--- config.mk ---
export PLATFORM = sky130hd
export DESIGN_NAME = gbs_ram
export DESIGN_NICKNAME = d
export VERILOG_FILES = /design/src/rtl/core/gbs_ram.sv
export SDC_FILE = /design/constraint.sdc
export NUM_CORES = 1
export LEC_CHECK = 0
export BUFFER_PORTS_ARGS = -buffer_cell sky130_fd_sc_hd__buf_4
export CORE_UTILIZATION = 55
export CTS_CLUSTER_DIAMETER = 40
export CTS_CLUSTER_SIZE = 28
export DETAILED_ROUTE_END_ITERATION = 7
export PLACE_DENSITY_LB_ADDON = 0.25
export SKIP_LAST_GASP = 1
export SYNTH_ARGS = -nofsm -noshare
export SYNTH_HDL_FRONTEND = slang
export SYNTH_SLANG_ARGS = --single-unit
--- constraint.sdc ---
create_clock -name clk_i -period 4.1 [get_ports clk_i]
set_clock_uncertainty 0.1 [all_clocks]
set_input_delay 0.205 -clock clk_i [delete_from_list [all_inputs] [get_ports clk_i]]
set_output_delay 0.205 -clock clk_i [all_outputs]
set_load 0.03 [all_outputs]
--- src/rtl/core/gbs_ram.sv ---
// generic single-port synchronous ram with registered read
// no dependencies
module gbs_ram #(
  parameter int WIDTH = 32,
  parameter int DEPTH = 16
) (
  input  logic                     clk_i,
  input  logic                     we_i,
  input  logic [$clog2(DEPTH)-1:0] addr_i,
  input  logic [WIDTH-1:0]         wdata_i,
  output logic [WIDTH-1:0]         rdata_o
);

  logic [WIDTH-1:0] mem_q [DEPTH];
  logic [WIDTH-1:0] rdata_q;

  always_ff @(posedge clk_i) begin
    if (we_i) begin
      mem_q[addr_i] <= wdata_i;
    end
    rdata_q <= mem_q[addr_i];
  end

  assign rdata_o = rdata_q;

endmodule

# ---- Word level (Yosys, flattened, before mapping)
# Memory sizes are Yosys's and may differ from the RTL's. A register that Yosys moved wholly into a read port is not among the register bits.
# Cells that the tools add are included.
dict set report totals {
  register_bits 0
  mem_bits_rw 512
  in_bits 38
  out_inout_bits 32
  wordCells 3
  memories 1
}
dict set report classes {
  n_mux 2
}
# name depth width read_ports rd_clocked_by_memory_dff wr line_no
set memory_table {}
lappend memory_table {mem_q 16 32 1 1 1 14} ;# logic [WIDTH-1:0] mem_q [DEPTH];
# op count
set op_table {}
lappend op_table {{$mux 1} 2}

# ---- Logic depth before layout (Yosys ltp)
dict set report logic_depth {
  word_depth 2
  mapped_depth 6
}

# ---- Worst setup path after synthesis
# No wires, ideal clock.
dict set report synth_timing {
  path_kind {input port to flip-flop}
  from {input port addr_i[1]}
  to {memory mem_q[0][0] (enable)}
  t_arrival_ns 2.986
  required_ns 3.539
  slack_ns 0.553
  cell_stages 4
  cell_sequence {buf_2 > buf_4 > clkbuf_1 > nor3_1}
}
# element line_no
set synth_lines {}
lappend synth_lines {{start, declared} 9} ;# input logic [$clog2(DEPTH)-1:0] addr_i,
lappend synth_lines {{end, declared} 14}
# Straight into the memory's write port.

# ---- Final worst setup path
dict set report layout_timing {
  from {input port addr_i[1]}
  to {memory mem_q[11][10] (enable)}
}
# Straight into the memory's write port.

==> qor.csv <==
metric,value,unit
antenna violations before repair,0,
Synth cell types,17,
area growth from synthesis to layout,19.4,%
CP Capture Type,flop,
WL final,39900,um
Critical Path AT,2310,ps
Initial DRT Pass Iterations,5,
share of layout cells above drive strength 1,34.0,%
WL per Instance,26.6,um
Yosys reg bits,544,
Total Nets Final,1023,
total global routing overflow,0,
Die Footprint,36900,sq um
MaxCap Viol Count,0,
Hold WC Path Type,in2reg,
status,"complete, no violations",
DRT iter0 DRCs,837,
Worst R2R Path Depth,3,
vias in the first global route,9552,
Setup-failing EPs final,0,
slew margin rel.,22.6,%
Fmax,464,MHz
fin. max-slew vios,0,
"Hold Violations, Final",0,
YS warnings,0,
synthesized area,19900,sq um
source of the critical timing path,addr_i[1],
die span in x,192,um
drt via density,6.09,
CTS buffer count,66,
Sink Count,544,
PwrDens,544,nW/um^2
clk root buf,clkbuf_16,
hold_sp,addr_i[3],
antenna cell count,0,
# IOs,70,
Via Count,9134,
startpoint type of the worst setup path,input port,
maximum VDD drop,0.371,mV
IO buf count,69,
deepest clock path buffer count,3,
GPL Wtd Cong,0.712,
Core Rows,69,
largest net degree at the start of global routing,93,
core outline area,35600,sq um
Avg Synthesized Cell Area,23.6,sq um
Clock Latency Late Sink,560,ps
Pleak,0.00773,uW
Syn Inst Count,840,
Initial Utilization,55.8,%
reg2reg setup slack,2450,ps
worst setup path class,in2reg,
CTS H-Tree Depth,3,
Hold Slack,252,ps
final period utilization,52.6,%
clk slew on worst S/H paths,70,ps
total negative setup slack,0,ps
FF-to-FF Start,mem_q[11][5],
"Data required, critical path",4260,ps
"antenna viol nets, final",0,
"Max FO, Critical Path",58,
register area share after synthesis,80.6,%
RSZ-0062 raised after global routing,false,
first-pass GRT wire length,59800,um
syn_nets,878,
CTS tree,done,
post-cts resize count,0,
total track usage,22.9,%
WHS Path Cells,4,
Die Y,192,um
Final min period,2150,ps
worst-margin pin slew,1160,ps
DRC Markers,0,
placed wire-length estimate,21100,um
-- area by class of cell --
cell class | instances | area [sq um]
repair buffers | 122 | 1060
multi-input cells | 251 | 3750
flip-flops and latches | 544 | 16000
well taps | 461 | 577
clock buffers | 76 | 1810
fillers | 2243 | 11900
clock inverters | 45 | 507
-- registers in the layout, summed over array words and instances, names as in the netlist --
name     count
mem_q      512
rdata_o     32
-- timing repair --
item,in CTS,in global routing
endpoints found under the hold margin,512,0
hold buffers,32,0
buffers inserted,0,0
-- final timing paths --
| kind | end |
|---|---|
| worst max-delay path | mem_q[11][10] |
| worst min-delay path | rdata_o[12] |
| worst max register to register | rdata_o[5] |
| worst min register to register | rdata_o[9] |
-- worst max-delay path, stage by stage --
cell and delay, ps:
buf_4 620, nand2_1 460, nor2_4 680, buf_12 260
-- metal layers --
| metal | global-route usage (%) | vias up | routed length (um) |
|---|---|---|---|
| li1 | - | 3891 | - |
| met1 | 33.8 | 4812 | 17000 |
| met2 | 34.6 | 385 | 19100 |
| met3 | 5.28 | 46 | 3090 |
| met4 | 6.72 | 0 | 678 |
| met5 | 0 | - | 0 |
-- placed cells by master (no fill, tap or decap), types with 9 or more instances in the layout --
master / netlist / layout
clkinvlp_4: 0 / 9
nor2_4: 0 / 13
dfxtp_1: 32 / 32
nand2_1: 33 / 33
clkbuf_16: 0 / 71
a22oi_1: 64 / 64
mux4_2: 128 / 128
dlygate4sd3_1: 0 / 32
edfxtp_1: 512 / 512
buf_4: 1 / 84
-- cell families after synthesis --
family          after synthesis  synth area share [%]
flops                       544                  80.6
mux                         128                  14.5
compound gates               64                  2.42
simple gates                 59                  1.27
buf+inv                      45                  1.17
-- cells in the mapped netlist --
cell,number,share of area (%)
a22oi_1,64,2.4
and2_1,1,0.032
buf_2,11,0.28
buf_4,1,0.038
buf_6,6,0.34
clkbuf_1,27,0.51
dfxtp_1,32,3.2
edfxtp_1,512,77
mux4_2,128,15
nand2_1,33,0.62
nand2b_1,2,0.063
nand3_1,1,0.025
nand3b_1,2,0.076
nor2_1,13,0.25
nor2b_1,2,0.063
nor3_1,4,0.10
or3b_2,1,0.044
-- power by group --
group / switching, uW / internal, uW
Combinational: 387 / 269
Clock: 2360 / 3630
Sequential: 43.6 / 6220
-- through the flow --
step                      cell area [sq um]  std cells  worst slack [ps]  power, uW  util [%]
final                                 23700       1499              1950      12900      66.7
after global routing                  23700       1499              1890      13300      66.7
after CTS                             23700       1499              1960      13000      66.7
after detailed placement              21100       1346              1370       7010      59.3
after global placement                21100       1346              1420       7000      59.3
after floorplan                       19900        840               553       6740         -
Note: power is estimated with default switching activity, not from simulation.
