File: src/rtl/core/gbs_pkg.sv
// shared constants and types for the gravity body step core
// used by gbs_div and the core; depends on nothing
package gbs_pkg;

  localparam int MAX_BODIES = 16;
  localparam int IW         = $clog2(MAX_BODIES);
  localparam int JW         = $clog2(MAX_BODIES + 1);
  localparam int REC_W      = 160;

  localparam logic [1:0] CFG_GRAV = 2'd0;
  localparam logic [1:0] CFG_DT   = 2'd1;

  localparam logic [63:0] MAG_CAP = 64'h0000_7FFF_FFFF_FFFF;
  localparam logic [63:0] Q_ONE   = 64'd65536;

  typedef logic [IW-1:0] addr_t;
  typedef logic [JW-1:0] cnt_t;

  typedef struct packed {
    logic        start;
    logic [63:0] num;
    logic [32:0] den;
  } div_req_t;

  typedef struct packed {
    logic        busy;
    logic        done;
    logic [63:0] quot;
  } div_rsp_t;

endpackage

File: src/rtl/core/gbs_div.sv
// restoring divider, 64-bit dividend by 33-bit divisor, one bit a cycle
// depends on gbs_pkg for request and response types
module gbs_div (
  input  logic             clk_i,
  input  logic             rst_ni,
  input  gbs_pkg::div_req_t req_i,
  output gbs_pkg::div_rsp_t rsp_o
);

  logic [63:0] num_q, num_d;
  logic [33:0] rem_q, rem_d;
  logic [32:0] den_q;
  logic [6:0]  cnt_q, cnt_d;
  logic        busy_q, busy_d;
  logic        done_q, done_d;
  logic [33:0] shifted;
  logic        fits;

  always_comb begin
    shifted = {rem_q[32:0], num_q[63]};
    fits    = shifted >= {1'b0, den_q};
    num_d   = num_q;
    rem_d   = rem_q;
    cnt_d   = cnt_q;
    busy_d  = busy_q;
    done_d  = 1'b0;
    if (req_i.start) begin
      num_d  = req_i.num;
      rem_d  = '0;
      cnt_d  = 7'd64;
      busy_d = 1'b1;
    end else if (busy_q) begin
      rem_d = fits ? (shifted - {1'b0, den_q}) : shifted;
      num_d = {num_q[62:0], fits};
      cnt_d = cnt_q - 7'd1;
      if (cnt_q == 7'd1) begin
        busy_d = 1'b0;
        done_d = 1'b1;
      end
    end
  end

  always_ff @(posedge clk_i or negedge rst_ni) begin
    if (!rst_ni) begin
      busy_q <= 1'b0;
      done_q <= 1'b0;
      cnt_q  <= '0;
    end else begin
      busy_q <= busy_d;
      done_q <= done_d;
      cnt_q  <= cnt_d;
    end
  end

  always_ff @(posedge clk_i) begin
    num_q <= num_d;
    rem_q <= rem_d;
    if (req_i.start) begin
      den_q <= req_i.den;
    end
  end

  assign rsp_o.busy = busy_q;
  assign rsp_o.done = done_q;
  assign rsp_o.quot = num_q;

endmodule

File: config.mk
export PLATFORM = sky130hd
export DESIGN_NAME = gbs_div
export DESIGN_NICKNAME = d
export VERILOG_FILES = /design/src/rtl/core/gbs_pkg.sv /design/src/rtl/core/gbs_div.sv
export SDC_FILE = /design/constraint.sdc
export NUM_CORES = 1
export LEC_CHECK = 0
export BUFFER_PORTS_ARGS = -buffer_cell sky130_fd_sc_hd__buf_4
export CAP_MARGIN = 25
export CORE_MARGIN = 2
export CORE_UTILIZATION = 40
export CTS_CLUSTER_DIAMETER = 40
export DETAILED_ROUTE_END_ITERATION = 10
export PLACE_DENSITY_LB_ADDON = 0.2
export SYNTH_ARGS = -nofsm -noshare
export SYNTH_HDL_FRONTEND = slang
export SYNTH_SLANG_ARGS = --single-unit
File: constraint.sdc
create_clock -name clk_i -period 3.1 [get_ports clk_i]
set_clock_uncertainty 0.15 [all_clocks]
set_input_delay 0.62 -clock clk_i [delete_from_list [all_inputs] [get_ports clk_i]]
set_output_delay 0.62 -clock clk_i [all_outputs]
set_load 0.05 [all_outputs]
======== Word-level counts from Yosys, hierarchy flattened ========
Cells that the tools add are included.
storage, ports and cells
  flip-flop bits (word level) ............. 139
  output and inout bits ................... 66
  logic and storage cells ................. 22
cells by class
  $add $sub $neg .......................... 2
  order comparisons ....................... 1
  equal/unequal tests ..................... 1
  multiplexer cells ....................... 11
  reductions and logical operators ........ 1
operators with widths
  cell                                                 number
  two-way mux 64 bit                                   2
  >= comparator 34 x 33 -> 1 bit                       1
  two-way mux 33 bit                                   1
  subtractor 33 bit                                    1
  two-way mux 7 bit                                    2
  equality test 7 x 1 -> 1 bit, second input constant  1
  subtractor 7 x 1 -> 7 bit, second input constant     1
  two-way mux 1 bit                                    6
  nonzero test 2 bit                                   1

======== Longest topological paths before layout ========
  depth in word-level cells ............... 4
  gate-level depth with buffers ........... 14
  mapped depth without buffers ............ 12

======== Worst setup path after synthesis ========
OpenSTA, ideal clock, no wires.
  kind .................................... reg2reg
  start point ............................. register num_q[63]
  end point ............................... register num_q[0] (data pin)
  arrival ................................. 3.204 ns
  path slack .............................. -0.514 ns
  stages on the path, launching flop included .. 14
  buffers on the path ..................... 2
  period minus slack after synthesis ...... 3.614 ns
  cells stage by stage .................... edfxtp_1 -> inv_1 -> ha_1 -> inv_1 -> fa_1 -> a21oi_1 -> o221ai_2 -> a221oi_2 -> and2b_1 -> o31ai_4 -> o21ai_2 -> buf_6 -> buf_2 -> mux2_2
on the way
  longest elaborated chain between the ends .. 3
RTL lines
  what                            line           RTL
  start, declared                 gbs_div.sv:10  logic [63:0] num_q, num_d;
  start signal, assigned          gbs_div.sv:56  num_q <= num_d;
  >= comparator 34 x 33 -> 1 bit  gbs_div.sv:21  fits = shifted >= {1'b0, den_q};
  two-way mux 64 bit              gbs_div.sv:32  end else if (busy_q) begin
  two-way mux 64 bit              gbs_div.sv:27  if (req_i.start) begin
  via num_d[0]                    gbs_div.sv:10
The timed path passes the listed nets, and every way through them passes these cells. The select of a mux whose other input is x is not followed.
A chain may end at the register's enable or synchronous reset.

======== Final worst setup path ========
  start point ............................. register num_q[63]
  end point ............................... register rem_q[0]
on the way
  longest elaborated chain between the ends .. 2
  elaborated cells on any way between the ends .. 3
  those cells by class .................... 1 x add/sub; 1 x order compare; 1 x mux
RTL lines
  what                                                                 line                          RTL
  subtractor 33 bit or >= comparator 34 x 33 -> 1 bit (tied branches)  gbs_div.sv:33, gbs_div.sv:21
  two-way mux 33 bit *                                                 gbs_div.sv:33                 rem_d = fits ? (shifted - {1'b0, den_q}) : shifted;
  end signal, assigned                                                 gbs_div.sv:57                 rem_q <= rem_d;
  end, declared                                                        gbs_div.sv:11                 logic [33:0] rem_q, rem_d;
Every way passes the cells marked *; elsewhere a longest branch is shown, timed or not.

==> flow_metrics.env <==
export IMPL_status="complete, but fails checks"
export IMPL_violations="setup timing"
export IMPL_ios=166
export IMPL_clk_pin_slew_ps=70
export IMPL_core_area_mm2=0.0187
export IMPL_dpl_instance_area_mm2=0.00930
export IMPL_synth_seq_cells=139
export IMPL_finalNonFillerCells=1138
export IMPL_slew_viol_final=0
export IMPL_cts_tree="yes"
export IMPL_port_buffers=165
export IMPL_start_util_pct=40.6
export IMPL_grt_ovfl_total=0
export IMPL_synth_commonest_cells="97 x edfxtp_1, 64 x mux2_2, 53 x nor2_1, 48 x nand2_1, 45 x inv_1"
export IMPL_crit_type="register to register"
export IMPL_yosys_area_top_type="edfxtp_1"
export IMPL_async_flop_share_pct=6.47
export IMPL_max_slew_margin_pct=57.1
export IMPL_fin_ws_ps=-82.7
export IMPL_hold_viol=0
export IMPL_max_freq_mhz=314
export IMPL_finalCriticalPeriod_ps=3180
export IMPL_min_path_type="primary input to register"
export IMPL_cap_violations=0
export IMPL_required_ps=3300
export IMPL_finalWirelength_um=19400
export IMPL_path_cells="inv_2 -> ha_4 -> inv_2 -> fa_2 -> a21oi_4 -> o221ai_4 -> a221oi_2 -> and2b_2 -> o31ai_4 -> o21ai_4 -> buf_6 -> mux2_4 -> a211oi_2"
export IMPL_synth_cell_types=66
export IMPL_syn_area_mm2=0.00760
export IMPL_fp_dieH_um=142
export IMPL_rsz0062_at_grt="true"
export IMPL_cts_buffer_depth=2
export IMPL_cts_buffers=17
export IMPL_yosys_most_used_dff="edfxtp_1"
export IMPL_clk_latency_ps=430
export IMPL_dr_pass1_iters=5
export IMPL_area_growth_pct=34.1
export IMPL_drive_gt1_share_pct=38.5
export IMPL_fin_crit_sh_pct=103
export IMPL_finalSetupViolations=10
export IMPL_dp_hpwl_um=13800
export IMPL_drc=0
export IMPL_grt_pass1_vias=6213
export IMPL_crit_path_max_incr_delay_ps=400
export IMPL_dp_cells=1085
export IMPL_crit_path_start_kind="register"
export IMPL_final_area_mm2=0.0102
export IMPL_crit_fanout=7
export IMPL_crit_buf_inv=3
export IMPL_synth_top_cell_area_share_pct=38.3
export IMPL_critPathTopFamily="compound AO/OA/AOI/OAI gates"
export IMPL_die_w_um=142
export IMPL_crit_path_end_kind="register"
export IMPL_grt_antenna_before_repair=0
export IMPL_slowest_stage="edfxtp_1"
export IMPL_dieArea_mm2=0.0201
export IMPL_htreeDepth=4
export IMPL_fill_cells=1577
export IMPL_cts_num_sinks=139
export IMPL_place_gp_congestion=0.859
export IMPL_n_antenna_cell=0
export IMPL_cts_root_buf="clkbuf_16"
export IMPL_ys_top_cells_by_area="edfxtp_1 38%, mux2_2 9.5%, dfxtp_1 8.7%"
export IMPL_max_vdd_ir_drop_mv=0.384
export IMPL_final_antenna_net_count=0
export IMPL_crit_top_cell="inv_2"
export IMPL_vias_per_cell=5.32
export IMPL_grt_max_degree=54
export IMPL_fin_nets=1027
export IMPL_tightest_slew_ps=644
export IMPL_syn_inst=681
export IMPL_synth_warnings=0
export IMPL_grt_first_pass_wirelength_um=31300
export IMPL_avgSynthCellArea_um2=11.2
export IMPL_seq_area_frac_synth_pct=50.0
export IMPL_power_static_leakage_nw=4.38
export IMPL_wire_per_inst_um=17.1
export IMPL_synth_net_count=817
export IMPL_num_vias=6051
export IMPL_worstPathArrival_ps=3380
export IMPL_synth_edf_count=97
export IMPL_grt_usage_pct=19.8
export IMPL_drt_iter0_drc=364
export IMPL_power_density_mw_per_mm2=813
export IMPL_synth_most_common_cell="edfxtp_1"
export IMPL_num_rows=50
==> where the power goes <==
group          total, mW  internal [mW]  switching, mW
Sequential          2.62           2.37          0.253
Combinational       3.55           1.58           1.97
Clock               2.12           1.22          0.898
==> sequential cells by signal, indices dropped and copies added (netlist names) <==
register and cells:
busy_q 1, num_q 64, cnt_q 7, done_q 1
den_q 33, rem_q 33
==> worst reg2reg max path, cell delays in order, from the launching register on <==
cell and delay, ps:
edfxtp_1 400, inv_2 100, ha_4 140, inv_2 40, fa_2 360, a21oi_4 180, o221ai_4 120, a221oi_2 260
and2b_2 280, o31ai_4 230, o21ai_4 180, buf_6 190, mux2_4 290, a211oi_2 200
==> cell usage in the layout (no fill, tap or decap), types with 4 or more instances in the layout <==
master / count
buf_4: 214
o21ai_1: 5
nor3_1: 8
nor2_1: 53
inv_1: 42
o211ai_1: 6
dfrtp_1: 9
a31oi_1: 9
a211oi_1: 20
xnor2_1: 20
o21ai_0: 29
mux2i_1: 24
nor4_1: 5
inv_6: 5
ha_1: 34
nand3_1: 7
mux2_2: 64
dfxtp_1: 33
edfxtp_1: 97
nand2_1: 48
nand4_1: 7
xor2_1: 11
nand2b_1: 9
or3_1: 4
a21oi_1: 25
buf_6: 7
a21o_1: 10
clkbuf_16: 17
==> layout make-up <==
class                   instances  area, µm²  area share, %
repair buffers                226       1770           17.4
clock inverters                14        178           1.74
inverters                      45        169           1.66
clock buffers                  18        429           4.21
multi-input cells             462       3560           34.9
flip-flops and latches        139       3800           37.3
well taps                     234        293           2.87
==> routing by layer <==
metal	GRT usage [%]	vias up	share of wire [%]	wire (µm)
li1	-	2925	-	-
met5	0	-	0	0
met3	7.05	28	7.7	1500
met2	32.6	220	49	9470
met4	7.42	0	1.8	344
met1	24.0	2878	42	8130
==> metrics by stage <==
step	utilization, %	hold slack, ps	total power, mW	setup WS (ps)	setup TNS, ps
after floorplan	-	174	4.92	-282	-4110
after detailed placement	49.7	303	5.85	-137	-2130
final	54.5	215	8.28	-82.7	-397
after CTS	54.0	191	8.24	-103	-736
after global routing	54.5	191	8.75	-214	-4130
after global placement	49.7	297	5.77	2.18	0
==> final timing paths <==
| check | depth (start not counted) | end | slack [ps] | start |
|---|---|---|---|---|
| max | 13 | rem_q[0] | -80 | num_q[63] |
| min | 1 | den_q[28] | 210 | req_i[28] |
| max reg2reg | 13 | rem_q[0] | -80 | num_q[63] |
| min reg2reg | 2 | rem_q[13] | 330 | rem_q[13] |
| max in group asynchronous | 2 | cnt_q[4] | 2230 | rst_ni |
| min in group asynchronous | 2 | cnt_q[0] | 420 | rst_ni |
==> timing repair <==
item,in CTS,in global routing
pin swaps,17,16
endpoints found under the setup margin,31,34
resized for setup,13,17
gates cloned,2,0
buffers inserted,11,9
hold endpoints to repair,9,0
hold buffers,1,0
==> cells by family (layout without fill, tap and decap cells) <==
family / Yosys count / in the layout / synth area share (%)
AND/OR/NAND/NOR: 157 / 157 / 9.59
adder cells (fa/ha/maj): 36 / 36 / 6.02
flip-flops: 139 / 139 / 50.0
buffers and inverters: 81 / 303 / 4.49
multiplexers: 90 / 90 / 13.0
XOR/XNOR: 32 / 32 / 3.69
AO/OA/AOI/OAI: 146 / 147 / 13.3
(Power assumes the default switching activity.)
